### src/rtl/core/command_gate_with_arming_lease_top_defines.svh
`ifndef COMMAND_GATE_WITH_ARMING_LEASE_TOP_DEFINES_SVH
`define COMMAND_GATE_WITH_ARMING_LEASE_TOP_DEFINES_SVH

// same-cycle implication
`define CGAL_ASSERT_SAME(lbl, clk, rst, ante, cons, msg) \
   lbl: assert property (@(posedge clk) disable iff (rst) (ante) |-> (cons)) \
      else $error(msg);

// next-cycle implication
`define CGAL_ASSERT_NEXT(lbl, clk, rst, ante, cons, msg) \
   lbl: assert property (@(posedge clk) disable iff (rst) (ante) |=> (cons)) \
      else $error(msg);

`endif

### src/rtl/core/cgal_pkg.sv
package cgal_pkg;

   localparam int unsigned CSR_INDEX_W = 2;
   localparam int unsigned CSR_DATA_W  = 32;

   // largest payload a frame may declare
   localparam logic [7:0] PAYLOAD_BYTES = 8'd64;

   localparam logic [31:0] RESP_CONST  = 32'h6D2B_79F5;
   localparam logic [31:0] NONCE_RESET = 32'hA5C3_1F27;

   localparam logic [31:0] MAGIC_RESET     = 32'd0;
   localparam logic [7:0]  VERSION_RESET   = 8'd1;
   localparam logic [31:0] LEASE_LEN_RESET = 32'd5000;
   localparam logic [31:0] MAX_INJECT_RESET = 32'd1000;

   localparam logic [7:0] LEN_POLICY  = 8'd17;
   localparam logic [7:0] LEN_ARM     = 8'd8;
   localparam logic [7:0] LEN_PATTERN = 8'd6;

   typedef enum logic [2:0] {
      ST_OK      = 3'd0,
      ST_BAD     = 3'd1,
      ST_REFUSED = 3'd2,
      ST_LIMIT   = 3'd3,
      ST_HWF     = 3'd4
   } status_type;

   typedef enum logic [7:0] {
      OP_INFO       = 8'd0,
      OP_STATUS     = 8'd1,
      OP_EVENT_READ = 8'd2,
      OP_CAP_START  = 8'd3,
      OP_CAP_STOP   = 8'd4,
      OP_POLICY     = 8'd5,
      OP_ARM        = 8'd6,
      OP_PATTERN    = 8'd7,
      OP_RESET      = 8'd8
   } opcode_type;

   typedef enum logic [CSR_INDEX_W-1:0] {
      REG_FRAME_MAGIC      = 2'd0,
      REG_PROTOCOL_VERSION = 2'd1,
      REG_LEASE_LENGTH     = 2'd2,
      REG_MAX_INJECT       = 2'd3
   } reg_index_type;

   typedef struct packed {
      logic [31:0] frame_magic;
      logic [7:0]  protocol_version;
      logic [31:0] lease_length_ms;
      logic [31:0] max_inject_ms;
   } cfg_type;

   typedef struct packed {
      logic [31:0] hdr_magic;
      logic [7:0]  hdr_version;
      logic [31:0] seq_number;
      logic [7:0]  opcode;
      logic [7:0]  payload_len;
      logic [63:0] payload_head;
      logic [31:0] now_ms;
      logic        arm_pin;
      logic        policy_accepted;
      logic        pattern_ok;
   } req_type;

   typedef struct packed {
      logic [31:0] last_seq;
      logic [31:0] nonce;
      logic        armed;
      logic [31:0] lease_deadline;
      logic        capture;
   } state_type;

   typedef struct packed {
      status_type  status;
      logic        capture_start_pulse;
      logic        capture_stop_pulse;
      logic        policy_write;
      logic        pattern_start;
      logic [1:0]  pattern_id;
      logic [3:0]  pattern_channels;
      logic [31:0] pattern_duration_ms;
      logic        armed_now;
      logic        capture_on;
   } rsp_type;

   function automatic logic [31:0] cgal_xorshift(input logic [31:0] n);
      logic [31:0] v;
      v = n ^ RESP_CONST;
      v = v ^ (v << 13);
      v = v ^ (v >> 17);
      v = v ^ (v << 5);
      return v;
   endfunction

endpackage

### src/rtl/core/cgal_cfg.sv
module cgal_cfg import cgal_pkg::*; (
   input  logic                   clock,
   input  logic                   reset,
   input  logic                   csr_we,
   input  logic [CSR_INDEX_W-1:0] csr_index,
   input  logic [CSR_DATA_W-1:0]  csr_wdata,
   output cfg_type                cfg
);

   cfg_type cfg_ff;
   cfg_type cfg_in;

   always_comb begin
      cfg_in = cfg_ff;
      if (csr_we) begin
         case (csr_index)
            REG_FRAME_MAGIC:      cfg_in.frame_magic      = csr_wdata;
            REG_PROTOCOL_VERSION: cfg_in.protocol_version = csr_wdata[7:0];
            REG_LEASE_LENGTH:     cfg_in.lease_length_ms  = csr_wdata;
            REG_MAX_INJECT:       cfg_in.max_inject_ms    = csr_wdata;
            default: ;
         endcase
      end
   end

   always_ff @(posedge clock) begin
      if (reset) begin
         cfg_ff.frame_magic      <= MAGIC_RESET;
         cfg_ff.protocol_version <= VERSION_RESET;
         cfg_ff.lease_length_ms  <= LEASE_LEN_RESET;
         cfg_ff.max_inject_ms    <= MAX_INJECT_RESET;
      end else begin
         cfg_ff <= cfg_in;
      end
   end

   assign cfg = cfg_ff;

endmodule

### src/rtl/core/cgal_eval.sv
module cgal_eval import cgal_pkg::*; #(
   parameter logic [7:0] MAX_PAYLOAD = PAYLOAD_BYTES
) (
   input  req_type   req,
   input  state_type cur,
   input  cfg_type   cfg,
   output state_type nxt,
   output rsp_type   res
);

   logic [31:0] w0;
   logic [31:0] w1;
   logic [31:0] expect_w1;
   logic [31:0] nonce_roll;
   logic [31:0] lease_gap;
   logic        lease_live;
   logic        hdr_ok;
   logic        len_zero;
   logic [7:0]  pat;
   logic [3:0]  msk;
   logic [31:0] dur;

   assign w0         = req.payload_head[31:0];
   assign w1         = req.payload_head[63:32];
   assign expect_w1  = cgal_xorshift(w0);
   assign nonce_roll = cgal_xorshift(w1);

   // lease alive while armed and the wrapping distance to the deadline is positive
   assign lease_gap  = cur.lease_deadline - req.now_ms;
   assign lease_live = cur.armed && (lease_gap != 32'd0) && !lease_gap[31];

   assign pat = req.payload_head[7:0];
   assign msk = req.payload_head[11:8];
   assign dur = req.payload_head[47:16];

   assign len_zero = (req.payload_len == 8'd0);

   // saturated last_seq blocks every frame
   assign hdr_ok = (req.hdr_magic == cfg.frame_magic)
                && (req.hdr_version == cfg.protocol_version)
                && (req.payload_len <= MAX_PAYLOAD)
                && (cur.last_seq != '1)
                && (req.seq_number != 32'd0)
                && (req.seq_number == cur.last_seq + 32'd1);

   always_comb begin
      nxt = cur;
      res.status              = ST_BAD;
      res.capture_start_pulse = 1'b0;
      res.capture_stop_pulse  = 1'b0;
      res.policy_write        = 1'b0;
      res.pattern_start       = 1'b0;
      res.pattern_id          = 2'd0;
      res.pattern_channels    = 4'd0;
      res.pattern_duration_ms = 32'd0;

      if (hdr_ok) begin
         case (req.opcode)
            OP_INFO, OP_STATUS, OP_EVENT_READ: begin
               if (len_zero) res.status = ST_OK;
            end
            OP_CAP_START: begin
               if (len_zero) begin
                  nxt.capture = 1'b1;
                  res.capture_start_pulse = 1'b1;
                  res.status = ST_OK;
               end
            end
            OP_CAP_STOP: begin
               if (len_zero) begin
                  nxt.capture = 1'b0;
                  res.capture_stop_pulse = 1'b1;
                  res.status = ST_OK;
               end
            end
            OP_POLICY: begin
               if (req.payload_len == LEN_POLICY) begin
                  res.policy_write = 1'b1;
                  res.status = req.policy_accepted ? ST_OK : ST_LIMIT;
               end
            end
            OP_ARM: begin
               res.status = ST_REFUSED;
               if (req.payload_len == LEN_ARM && req.arm_pin &&
                   w0 == cur.nonce && w1 == expect_w1) begin
                  nxt.armed          = 1'b1;
                  nxt.lease_deadline = req.now_ms + cfg.lease_length_ms;
                  nxt.nonce          = nonce_roll;
                  res.status         = ST_OK;
               end
            end
            OP_PATTERN: begin
               if (req.payload_len != LEN_PATTERN) begin
                  res.status = ST_REFUSED;
               end else if (!lease_live) begin
                  // expired lease drops the session
                  nxt.armed  = 1'b0;
                  res.status = ST_REFUSED;
               end else if (!req.arm_pin) begin
                  res.status = ST_REFUSED;
               end else if (pat[7:2] != 6'd0 || msk == 4'd0) begin
                  res.status = ST_LIMIT;
               end else if (dur == 32'd0 || dur > cfg.max_inject_ms) begin
                  res.status = ST_LIMIT;
               end else begin
                  res.pattern_start       = 1'b1;
                  res.pattern_id          = pat[1:0];
                  res.pattern_channels    = msk;
                  res.pattern_duration_ms = dur;
                  res.status = req.pattern_ok ? ST_OK : ST_HWF;
               end
            end
            OP_RESET: begin
               if (len_zero) begin
                  nxt.armed   = 1'b0;
                  nxt.capture = 1'b0;
                  res.capture_stop_pulse = 1'b1;
                  res.status = ST_OK;
               end
            end
            default: res.status = ST_BAD;
         endcase
      end

      if (res.status != ST_BAD) nxt.last_seq = req.seq_number;

      res.armed_now  = nxt.armed;
      res.capture_on = nxt.capture;
   end

endmodule

### src/rtl/core/command_gate_with_arming_lease_top.sv
// Command frame gate: each accepted req beat is one frame, answered by exactly one rsp beat
// in order. A frame is captured into an input register, checked and dispatched against the
// session state (sequence, nonce, arm lease, capture flag) once the output register is free
// or draining, and its result lands in that output register. A new frame can be taken every
// cycle while rsp_ready holds high; the rate is set by the single evaluation stage, whose
// state update must finish before the following frame is checked. The user must write the
// registers via the csr port while no frame is in flight; the block does not enforce it.
`include "command_gate_with_arming_lease_top_defines.svh"

module command_gate_with_arming_lease_top import cgal_pkg::*; #(
   parameter logic [7:0] MAX_PAYLOAD = PAYLOAD_BYTES
) (
   input  logic                   clock,
   input  logic                   reset,

   input  logic                   req_valid,
   output logic                   req_ready,
   input  logic [31:0]            req_hdr_magic,
   input  logic [7:0]             req_hdr_version,
   input  logic [31:0]            req_seq_number,
   input  logic [7:0]             req_opcode,
   input  logic [7:0]             req_payload_len,
   input  logic [63:0]            req_payload_head,
   input  logic [31:0]            req_now_ms,
   input  logic                   req_arm_pin,
   input  logic                   req_policy_accepted,
   input  logic                   req_pattern_ok,

   output logic                   rsp_valid,
   input  logic                   rsp_ready,
   output logic [2:0]             rsp_status,
   output logic                   rsp_capture_start_pulse,
   output logic                   rsp_capture_stop_pulse,
   output logic                   rsp_policy_write,
   output logic                   rsp_pattern_start,
   output logic [1:0]             rsp_pattern_id,
   output logic [3:0]             rsp_pattern_channels,
   output logic [31:0]            rsp_pattern_duration_ms,
   output logic                   rsp_armed_now,
   output logic                   rsp_capture_on,

   input  logic                   csr_we,
   input  logic [CSR_INDEX_W-1:0] csr_index,
   input  logic [CSR_DATA_W-1:0]  csr_wdata
);

   cfg_type   cfg;
   req_type   req_ff;
   logic      req_valid_ff;
   state_type state_ff;
   state_type state_in;
   rsp_type   res_in;
   rsp_type   rsp_ff;
   logic      rsp_valid_ff;
   logic      fire;
   logic      req_take;

   cgal_cfg u_cfg (
      .clock     (clock),
      .reset     (reset),
      .csr_we    (csr_we),
      .csr_index (csr_index),
      .csr_wdata (csr_wdata),
      .cfg       (cfg)
   );

   cgal_eval #(
      .MAX_PAYLOAD (MAX_PAYLOAD)
   ) u_eval (
      .req (req_ff),
      .cur (state_ff),
      .cfg (cfg),
      .nxt (state_in),
      .res (res_in)
   );

   // evaluate when the output register is free or draining this cycle
   assign fire      = req_valid_ff && (!rsp_valid_ff || rsp_ready);
   assign req_ready = !req_valid_ff || fire;
   assign req_take  = req_valid && req_ready;

   always_ff @(posedge clock) begin
      if (reset) begin
         req_valid_ff <= 1'b0;
      end else if (req_take) begin
         req_valid_ff <= 1'b1;
      end else if (fire) begin
         req_valid_ff <= 1'b0;
      end
   end

   always_ff @(posedge clock) begin
      if (req_take) begin
         req_ff.hdr_magic       <= req_hdr_magic;
         req_ff.hdr_version     <= req_hdr_version;
         req_ff.seq_number      <= req_seq_number;
         req_ff.opcode          <= req_opcode;
         req_ff.payload_len     <= req_payload_len;
         req_ff.payload_head    <= req_payload_head;
         req_ff.now_ms          <= req_now_ms;
         req_ff.arm_pin         <= req_arm_pin;
         req_ff.policy_accepted <= req_policy_accepted;
         req_ff.pattern_ok      <= req_pattern_ok;
      end
   end

   always_ff @(posedge clock) begin
      if (reset) begin
         state_ff.last_seq       <= 32'd0;
         state_ff.nonce          <= NONCE_RESET;
         state_ff.armed          <= 1'b0;
         state_ff.lease_deadline <= 32'd0;
         state_ff.capture        <= 1'b0;
      end else if (fire) begin
         state_ff <= state_in;
      end
   end

   always_ff @(posedge clock) begin
      if (reset) begin
         rsp_valid_ff <= 1'b0;
      end else if (fire) begin
         rsp_valid_ff <= 1'b1;
      end else if (rsp_ready) begin
         rsp_valid_ff <= 1'b0;
      end
   end

   always_ff @(posedge clock) begin
      if (fire) rsp_ff <= res_in;
   end

   assign rsp_valid               = rsp_valid_ff;
   assign rsp_status              = rsp_ff.status;
   assign rsp_capture_start_pulse = rsp_ff.capture_start_pulse;
   assign rsp_capture_stop_pulse  = rsp_ff.capture_stop_pulse;
   assign rsp_policy_write        = rsp_ff.policy_write;
   assign rsp_pattern_start       = rsp_ff.pattern_start;
   assign rsp_pattern_id          = rsp_ff.pattern_id;
   assign rsp_pattern_channels    = rsp_ff.pattern_channels;
   assign rsp_pattern_duration_ms = rsp_ff.pattern_duration_ms;
   assign rsp_armed_now           = rsp_ff.armed_now;
   assign rsp_capture_on          = rsp_ff.capture_on;

   `CGAL_ASSERT_SAME(a_start_status, clock, reset, rsp_valid && rsp_pattern_start, rsp_status == ST_OK || rsp_status == ST_HWF, "pattern start with failing status")
   `CGAL_ASSERT_SAME(a_idle_pattern_zero, clock, reset, rsp_valid && !rsp_pattern_start, rsp_pattern_id == 2'd0 && rsp_pattern_channels == 4'd0 && rsp_pattern_duration_ms == 32'd0, "pattern fields set without a run")
   `CGAL_ASSERT_NEXT(a_bad_keeps_seq, clock, reset, fire && res_in.status == ST_BAD, $stable(state_ff.last_seq), "bad frame moved the sequence")
   `CGAL_ASSERT_NEXT(a_armed_matches, clock, reset, fire, rsp_valid && rsp_armed_now == state_ff.armed && rsp_capture_on == state_ff.capture, "reported flags differ from session state")

endmodule
### config.mk
export PLATFORM = sky130hd
export DESIGN_NAME = command_gate_with_arming_lease_top
export DESIGN_NICKNAME = d
export VERILOG_FILES = /design/src/rtl/core/cgal_pkg.sv /design/src/rtl/core/cgal_cfg.sv /design/src/rtl/core/cgal_eval.sv /design/src/rtl/core/command_gate_with_arming_lease_top.sv
export VERILOG_INCLUDE_DIRS = /design/src /design/src/rtl/core
export SDC_FILE = /design/constraint.sdc
export NUM_CORES = 1
export LEC_CHECK = 0
export BUFFER_PORTS_ARGS = -buffer_cell sky130_fd_sc_hd__buf_4
export CAP_MARGIN = 20
export CORE_MARGIN = 3
export CORE_UTILIZATION = 45
export CTS_BUF_LIST = sky130_fd_sc_hd__clkbuf_8 sky130_fd_sc_hd__clkbuf_16
export CTS_CLUSTER_SIZE = 25
export DETAILED_ROUTE_END_ITERATION = 7
export GPL_ROUTABILITY_DRIVEN = 0
export GPL_TIMING_DRIVEN = 0
export SLEW_MARGIN = 15
export SYNTH_ARGS = -nofsm -noshare
export SYNTH_HDL_FRONTEND = slang
export SYNTH_HIERARCHICAL = 1
export SYNTH_SLANG_ARGS = --single-unit
### constraint.sdc
create_clock -name clock -period 11.5 [get_ports clock]
set_clock_uncertainty 0.15 [all_clocks]
set_input_delay 0.575 -clock clock [delete_from_list [all_inputs] [get_ports clock]]
set_output_delay 0.575 -clock clock [all_outputs]
set_load 0.05 [all_outputs]
---- Word level (Yosys, flattened, before mapping) ----
Index checks and enable logic that the tools add are counted.
cells by class
  add/sub/neg operators ................... 3
  $lt $le $gt $ge ......................... 2
  eq/ne operators ......................... 21
  multiplexer cells ....................... 38
  bitwise operators ....................... 12
  reduce and logical (&&, ||, !) cells .... 42
operator list
  operator                 number
  $mux W39                 6
  $eq A32 B32 Y1           4
  $xor A32 B32 Y32         4
  $mux W65                 1
  $reduce_bool A32 Y1      2
  $xor A32 B15 Y32         2
  $mux W45                 1
  $not A20 Y20             2
  $mux W34                 1
  $add A32 B1 Y32 const B  1
  $add A32 B32 Y32         1
  $eq A8 B3 Y1 const B     4
  $gt A32 B32 Y1           1
  $logic_not A32 Y1        1
  $mux W32                 1
  $ne A32 B32 Y1 const B   1
  $sub A32 B32 Y32         1
  $mux W3                  7
  $eq A8 B2 Y1 const B     2
  $eq A8 B4 Y1 const B     2
  $logic_not A8 Y1         2
  $reduce_and A2 Y1        8
  $mux W1                  15
  $pmux W3 S5              1
  24 further kinds         47
storage, ports and cells
  bits in registers ....................... 438
  bits of input ports ..................... 226
  output and inout bits ................... 49
  logic and storage cells ................. 149

---- Logic depth before layout (Yosys ltp) ----
Gate-level depths: netlist of the first run.
  depth in word-level cells ............... 11
  depth in mapped cells ................... 19
  gate-level depth less buffers ........... 17

---- Cells and area by module ----
The synthesis of the first run kept the hierarchy.
by module, submodules not included
  module                              times used  cells an instance  area an instance (um2)  seq. area each (um2)
  command_gate_with_arming_lease_top  1           669                11387.2                 9028.7
  cgal_eval                           1           1356               9849.4                  0.0
  cgal_cfg                            1           386                4181.5                  2082.0

---- Least setup slack after synthesis of the first run ----
Ideal clock, no wire load.
  kind .................................... reg-to-reg
  from .................................... reg rsp_valid_ff (netlist: rsp_valid)
  to ...................................... reg req_ff[0] (netlist name) (enable)
  library setup time ...................... 0.796 ns
  data arrival time ....................... 9.687 ns
  data required time ...................... 10.554 ns
  path slack .............................. 0.867 ns
  cell stages (with the launch flop) ...... 3
  path buffers ............................ 0
  clock period less this slack ............ 10.633 ns
  path through ............................ dfxtp_1 nor2b_4 a21oi_1
on the way
  cells in the longest elaborated chain, start to end .. 5
RTL lines
  item                    RTL line                                   RTL
  from (decl)             command_gate_with_arming_lease_top.sv:54   logic rsp_valid_ff;
  from (signal assigned)  command_gate_with_arming_lease_top.sv:121  rsp_valid_ff <= 1'b0;
  from (signal assigned)  command_gate_with_arming_lease_top.sv:123  rsp_valid_ff <= 1'b1;
  from (signal assigned)  command_gate_with_arming_lease_top.sv:125  rsp_valid_ff <= 1'b0;
  $logic_not A1 Y1        command_gate_with_arming_lease_top.sv:78   assign fire = req_valid_ff && (!rsp_valid_ff || rsp_ready);
  $logic_or A1 B1 Y1      command_gate_with_arming_lease_top.sv:78
  $logic_and A1 B1 Y1     command_gate_with_arming_lease_top.sv:78
  $logic_or A1 B1 Y1      command_gate_with_arming_lease_top.sv:79   assign req_ready = !req_valid_ff || fire;
  $logic_and A1 B1 Y1     command_gate_with_arming_lease_top.sv:80   assign req_take = req_valid && req_ready;
  net req_take            command_gate_with_arming_lease_top.sv:56   logic req_take;
  to (decl)               command_gate_with_arming_lease_top.sv:48   req_type req_ff;
The timed path passes the listed nets, and every way through them passes these cells.
A chain may end at the register's enable or synchronous reset.

==> impl_metrics.yaml, run 1 <==
critical_path:
  crit_path_start_kind: "flip-flop"
  worstSetupEndpointType: "flip-flop"
  required_ns: 11.75
  path_class: "flip-flop to flip-flop"
  ff2ff_path_depth: 16
  r2r-end: "rsp_status[2]$_DFFE_PP_"
  r2r_slack_ns: 5.98
  worst_ep_arrival_time_ns: 5.77
  setup.worst_path.start: "req_ff[8]$_DFFE_PP_"
  endpoint: "rsp_status[2]$_DFFE_PP_"
  cp_max_fo: 10
  r2r-start: "req_ff[8]$_DFFE_PP_"
clock_network:
  postCtsSetupBuffers: 0
  clk_pin_slew_ns: 0.06
  clock_path_buffers: 3
  cts.repair.resized: 0
  cts-buffers-inserted: 50
  clock_latency_ns: 0.60
  cts_sinks: 438
  htreeDepth: 2
  cts_tree: "done"
  cts-root-buf: "clkbuf_16"
power_and_ir_drop:
  power_w: 0.00408
  vdd_drop_max_v: 0.000115
  p_leak_nw: 12.7
  netSwitchingPower_w: 0.00105
  combPwrFrac: 0.139
  power_density_mw_per_mm2: 127
  switching_share: 0.256
  p_clk_frac: 0.424
  p_int_w: 0.00304
  p_seq_frac: 0.437
sta:
  grt_setup_unrepaired: "false"
  min_period_ns: 5.52
  clock.fmax_ghz: 0.181
  setup-violations-final: 0
  final_hold_viol_count: 0
  finalCritPeriodShare: 0.480
  worst_pin_slew_ns: 0.890
  final_max_slew_viol_count: 0
  slew_headroom: 0.402
  setup_slack_ns: 5.98
global_routing:
  grt_start_max_net_pins: 57
  grt_pass1_vias: 20100
  grt_pass1_wl_um: 118000
  grt_usage: 0.258
  grt_overflow: 0
  antenna_found_initial: 0
min_path:
  hold_depth: 1
  hp-class: "primary input to flip-flop"
drt:
  via_per_inst: 5.42
  drc_errors: 0
  drtIter0Drc: 1560
  wl_met3_um: 4760
  wl_um: 78400
  dr.pass1.iters: 6
  route.met2.wl_um: 35500
  num_vias: 20200
  highest_layer: "met4"
  antenna_left: 0
  wire_per_inst_um: 21.1
  met1Wirelength_um: 35300
floorplan:
  boundaryPins: 275
  die_w_um: 244
  core-area_sq_mm: 0.0555
  start_util: 0.458
  die_h_um: 244
  die-area_sq_mm: 0.0594
  rows: 86
synth:
  syn_area_sq_mm: 0.0254
  synth_edf_count: 234
  yosysWarnings: 6
  syn_area_per_cell_sq_um: 10.5
  async_flop_share: 0
  yosysMostFrequentCell: "nand2b_1"
  synth-main-ff-cell: "edfxtp_1"
  yosysUniqueCellTypes: 87
  yosysTopAreaCell: "edfxtp_1"
  netlist_top_cells_count: "nand2b_1, edfxtp_1, mux2i_1, dfxtp_1, xnor2_1"
  synth_mux_area_frac: 0.122
  ys_ff_latch: 438
  syn_inst: 2411
  syn-num-nets: 2734
  synth-simple-area-share: 0.176
  synth_top_family_by_area: "simple AND/OR/NAND/NOR gates"
  ys_seq_area_frac: 0.437
  synth_top_area_share: 0.276
  synthTopCellsByArea: "edfxtp_1, dfxtp_1, mux2i_1"
  synth_compound_area_frac: 0.0793
  synth_adder_area_share: 0.0487
  synth-xor-area-share: 0.0992
run:
  maxCapViolations: 0
placement:
  place_ws_ns: 6.01
  port_buffers: 273
  post-place-cells: 3441
  hpwl_um: 58800
layout:
  fillers: 4714
  area_growth_pct: 27.0
  final_nets: 3254
  final_cells: 3721
  layout-drive-gt1-share: 0.174
  n_antenna_cell: 0
run_status:
  status: "finished, final reports clean"
critical path, stage by stage, from the launching register on:
cell and delay [ns]:
edfxtp_1 0.36, inv_1 0.06, ha_1 0.37, o21ai_0 0.34, a21oi_1 0.08, a211oi_1 0.67, o211ai_1 0.32, a21oi_1 0.48
o21bai_1 0.14, a31oi_1 0.26, o21ai_0 0.16, xnor2_1 0.17, o311ai_1 0.12, buf_2 0.22, nor4_2 0.79, clkbuf_1 0.34
nor4b_1 0.29
how the worst min path moves through the flow:
stage,start,endpoint,slack (ns)
final,req_payload_head[20],req_ff[55]$_DFFE_PP_,0.03
after global routing,req_payload_head[20],req_ff[55]$_DFFE_PP_,0.003
after CTS,req_payload_head[20],req_ff[55]$_DFFE_PP_,0.002
after detailed placement,u_cfg/cfg[51]$_SDFFE_PP0P_,u_cfg/cfg[51]$_SDFFE_PP0P_,0.32
after global placement,state_ff[1]$_SDFFE_PP0P_,state_ff[1]$_SDFFE_PP0P_,0.31
after floorplan,state_ff[85]$_SDFFE_PP0P_,state_ff[85]$_SDFFE_PP0P_,0.30
registers in the layout, indices dropped and copies added, names as in the netlist:
| name | flops |
|---|---|
| rsp_pattern_duration_ms | 32 |
| req_valid_ff | 1 |
| rsp_armed_now | 1 |
| state_ff | 98 |
| rsp_pattern_start | 1 |
| rsp_capture_start_pulse | 1 |
| rsp_pattern_channels | 4 |
| rsp_policy_write | 1 |
| req_ff | 187 |
| rsp_valid | 1 |
| rsp_status | 3 |
| rsp_capture_on | 1 |
| rsp_pattern_id | 2 |
| rsp_capture_stop_pulse | 1 |
| u_cfg/cfg | 104 |
cells in the final DEF (no fill, tap or decap), drive strengths merged, types with 9 or more instances in the layout:
master,n
buf,333
nand2b,304
edfxtp,234
mux2i,205
dfxtp,204
dlygate4sd3,185
xnor2,166
nor2,125
xor2,122
clkbuf,112
inv,105
ha,95
a21oi,94
mux2,81
nand2,79
o21ai,69
nand4,45
nor4,44
and2,44
nor3,33
a21o,32
nand3,32
nor2b,14
and3,13
o211ai,12
clkinv,12
a31oi,11
o21a,10
or3,10
bufinv,9
o31ai,9
area by class of cell:
class | instances | area, sq um | area share
timing repair buffer | 468 | 4120 | 0.128
multi-input combinational | 1775 | 13400 | 0.414
clock inverter | 38 | 442 | 0.0137
sequential | 438 | 11100 | 0.344
inverter | 92 | 345 | 0.0107
clock buffer | 56 | 1360 | 0.0420
buffer | 106 | 612 | 0.0190
tap | 748 | 936 | 0.0290
through the flow:
stage | TNS (ns) | instance area (sq um) | utilization | hold WS (ns)
2_1_floorplan | 0 | 25400 | - | 0.295
3_3_place_gp | -561.88 | 28400 | 0.512 | 0.310
3_5_place_dp | 0 | 28600 | 0.516 | 0.320
4_1_cts | 0 | 32300 | 0.581 | 0.00171
5_1_grt | 0 | 32300 | 0.581 | 0.00308
6_report | 0 | 32300 | 0.581 | 0.0315
power groups by stage:
| stage | clock [W] | combinational [W] | sequential [W] |
|---|---|---|---|
| 6_report | 0.00173 | 0.000568 | 0.00178 |
| 5_1_grt | 0.00183 | 0.000607 | 0.00179 |
| 4_1_cts | 0.00177 | 0.000562 | 0.00178 |
| 3_5_place_dp | 0 | 0.000507 | 0.00182 |
| 3_3_place_gp | 0 | 0.000490 | 0.00183 |
| 2_1_floorplan | 0 | 0.000299 | 0.00182 |
cell families (layout without fill, tap and decap cells):
| kind of cell | after synthesis | in the layout |
|---|---|---|
| adder cells (fa/ha/maj) | 98 | 98 |
| AO/OA/AOI/OAI | 312 | 312 |
| buffers and inverters | 198 | 760 |
| flip-flops | 438 | 438 |
| AND/OR/NAND/NOR | 790 | 790 |
| multiplexers | 287 | 287 |
| XOR/XNOR | 288 | 288 |
layer usage:
layer,global-route usage,vias to the layer above
met3,0.0350,115
met1,0.356,9702
li1,-,9603
met5,0,-
met2,0.414,741
met4,0.0933,0
timing repair:
action	CTS	global route
hold buffers	185	0
setup endpoints to repair	0	0
hold endpoints to repair	185	0
No activity file was read; power rests on OpenSTA's default activity.
==> run 2: changes to the inputs <==
--- a/config.mk
+++ b/config.mk
@@ -15,6 +15,7 @@
 export DETAILED_ROUTE_END_ITERATION = 7
 export GPL_ROUTABILITY_DRIVEN = 0
 export GPL_TIMING_DRIVEN = 0
+export PLACE_DENSITY = 0.66
 export SLEW_MARGIN = 15
 export SYNTH_ARGS = -nofsm -noshare
 export SYNTH_HDL_FRONTEND = slang
==> constraint.sdc (replaced) <==
create_clock -name clock -period 4.9 [get_ports clock]
set_clock_uncertainty 0.15 [all_clocks]
set_input_delay 0.245 -clock clock [delete_from_list [all_inputs] [get_ports clock]]
set_output_delay 0.245 -clock clock [all_outputs]
set_load 0.05 [all_outputs]
==> run 2 against run 1 <==
Maximum frequency grew 17%. Non-clock buffer count grew 37. Register-to-register slack lost 5.8 ns. Combinational power grew 140%. Core utilization grew 0.68 points. Sequential power grew 140%. Hold slack lost 0.010 ns. Die area is the same. First-iteration DRC count grew 0.96%. Critical endpoint is now state_ff[90]$_SDFFE_PP0P_. Highest routed layer unchanged.
==> impl_metrics.yaml, run 2 (synthesis results as in run 1) <==
layout:
  layout-drive-gt1-share: 0.180
  multi_input_area_sq_mm: 0.0135
  largest_register_ffs: 187
  final_cells: 3754
  fillers: 4563
  final-seq-area_sq_mm: 0.0111
  regMostFlops: "req_ff"
  n_antenna_cell: 0
  final_nets: 3289
  area_growth_pct: 28.5
  final_cell_mix: "nand2b_1, buf_4, edfxtp_1, dlygate4sd3_1, mux2i_1"
  layout_commonest_cell: "nand2b_1"
run:
  maxCapViolations: 0
sta:
  final_hold_viol_count: 0
  setup_slack_ns: 0.164
  slew_headroom: 0.470
  setup-violations-final: 0
  tns_ns: 0
  final_max_slew_viol_count: 0
  min_period_ns: 4.74
  worst_pin_slew_ns: 0.795
  fin_hold_ws_ns: 0.0211
  finalCritPeriodShare: 0.966
  clock.fmax_ghz: 0.211
global_routing:
  antenna_found_initial: 0
  grt_start_max_net_pins: 57
  grt_usage: 0.263
  grt_pass1_vias: 20900
  grt_overflow: 0
  grt_pass1_wl_um: 122000
critical_path:
  crit_path_frequent_cell: "buf_12"
  crit_path_max_incr_delay_ns: 0.62
  crit_family: "simple AND/OR/NAND/NOR gates"
  crit_chain: "ha_1 -> nand3_2 -> nor2_2 -> nand4_2 -> or3_1 -> o211a_1 -> nor3_2 -> a41oi_1 -> or4_4 -> buf_6 -> or2_4 -> a211oi_4 -> buf_12 -> buf_12 -> mux2_4 -> nand2b_1 -> mux2i_1"
  required_ns: 5.18
  crit_path_start_kind: "flip-flop"
  cp_num_buf_inv: 3
  worst_ep_arrival_time_ns: 5.02
  cp_max_fo: 10
  cp_slowest_cell: "or4_4"
  worstSetupEndpointType: "flip-flop"
  path_class: "flip-flop to flip-flop"
placement:
  port_buffers: 273
  place_ws_ns: -0.876
  hpwl_um: 57700
  post-place-cells: 3440
clock_network:
  cts-root-buf: "clkbuf_16"
  clock_latency_ns: 0.61
  clk_pin_slew_ns: 0.06
  cts_tree: "done"
  htreeDepth: 2
  cts_sinks: 438
  cts-buffers-inserted: 48
  clock_path_buffers: 3
drt:
  via_per_inst: 5.51
  wl_um: 79900
  wire_per_inst_um: 21.3
  drc_errors: 0
  num_vias: 20700
  antenna_left: 0
  drtIter0Drc: 1575
  dr.pass1.iters: 7
power_and_ir_drop:
  power_w: 0.00928
  vdd_drop_max_v: 0.000257
  p_leak_nw: 12.9
  power_density_mw_per_mm2: 284
run_status:
  status: "finished, final reports clean"
floorplan:
  rows: 86
  start_util: 0.458
  boundaryPins: 275
  core-area_sq_mm: 0.0555
  die_w_um: 244
  die-area_sq_mm: 0.0594
  die_h_um: 244
min_path:
  hp-class: "primary input to flip-flop"
-- run 2: changes by cell type in the layout (fill, tap and decap cells not counted), moves of 5 or more --
cell	before	now
clkbuf_2	0	5
inv_1	102	97
dlygate4sd3_1	185	218
buf_4	289	297
clkbuf_1	56	48
-- run 2: what timing repair did --
item                                    4_1_cts  5_1_grt
hold buffers                                218        0
buffers inserted                              2        6
endpoints found under the hold margin       271        0
endpoints found under the setup margin       69      134
gates resized for setup                      15       30
pin swaps                                     3        8
-- run 2: layout make-up --
type                    instances  area share
plain buffers                 104      0.0189
flip-flops and latches        438       0.340
multi-input cells            1775       0.414
repair buffers                507       0.138
clock buffers                  51      0.0387
clock inverters                39      0.0108
well taps                     748      0.0287
inverters                      92      0.0106
-- run 2: path summary, 6_finish.rpt --
path	start	slack, ns	endpoint	cells after the start
worst min register to register	u_cfg/cfg[19]$_SDFFE_PP0P_	0.33	u_cfg/cfg[19]$_SDFFE_PP0P_	2
worst max register to register	state_ff[66]$_SDFFE_PP0P_	0.16	state_ff[90]$_SDFFE_PP0P_	17
worst max-delay path	state_ff[66]$_SDFFE_PP0P_	0.16	state_ff[90]$_SDFFE_PP0P_	17
worst min-delay path	csr_wdata[4]	0.02	u_cfg/cfg[36]$_SDFFE_PP0P_	3
-- run 2: power by group --
part	total, W	internal (W)	switching (W)
logic	0.00136	0.000660	0.000703
registers	0.00419	0.00402	0.000165
clock network	0.00373	0.00214	0.00158
total	0.00928	0.00683	0.00245
-- run 2: metrics by stage --
stage / cell area [sq um] / util
3_3_place_gp: 28400 / 0.512
2_1_floorplan: 25400 / -
6_report: 32700 / 0.588
4_1_cts: 32500 / 0.585
3_5_place_dp: 28600 / 0.516
5_1_grt: 32700 / 0.588
-- run 2: per-layer routing --
metal,track usage,part of all wire,up-vias
li1,-,-,9686
met1,0.352,0.44,9961
met2,0.422,0.45,848
met3,0.0423,0.066,175
met4,0.112,0.047,0
met5,0,0,-
-- run 2: worst min-delay path: cells and delay by family --
kind                   cells  cell delay [ns]
buffers and inverters      1             0.11
muxes                      1             0.18
and+or+nand+nor            1             0.20
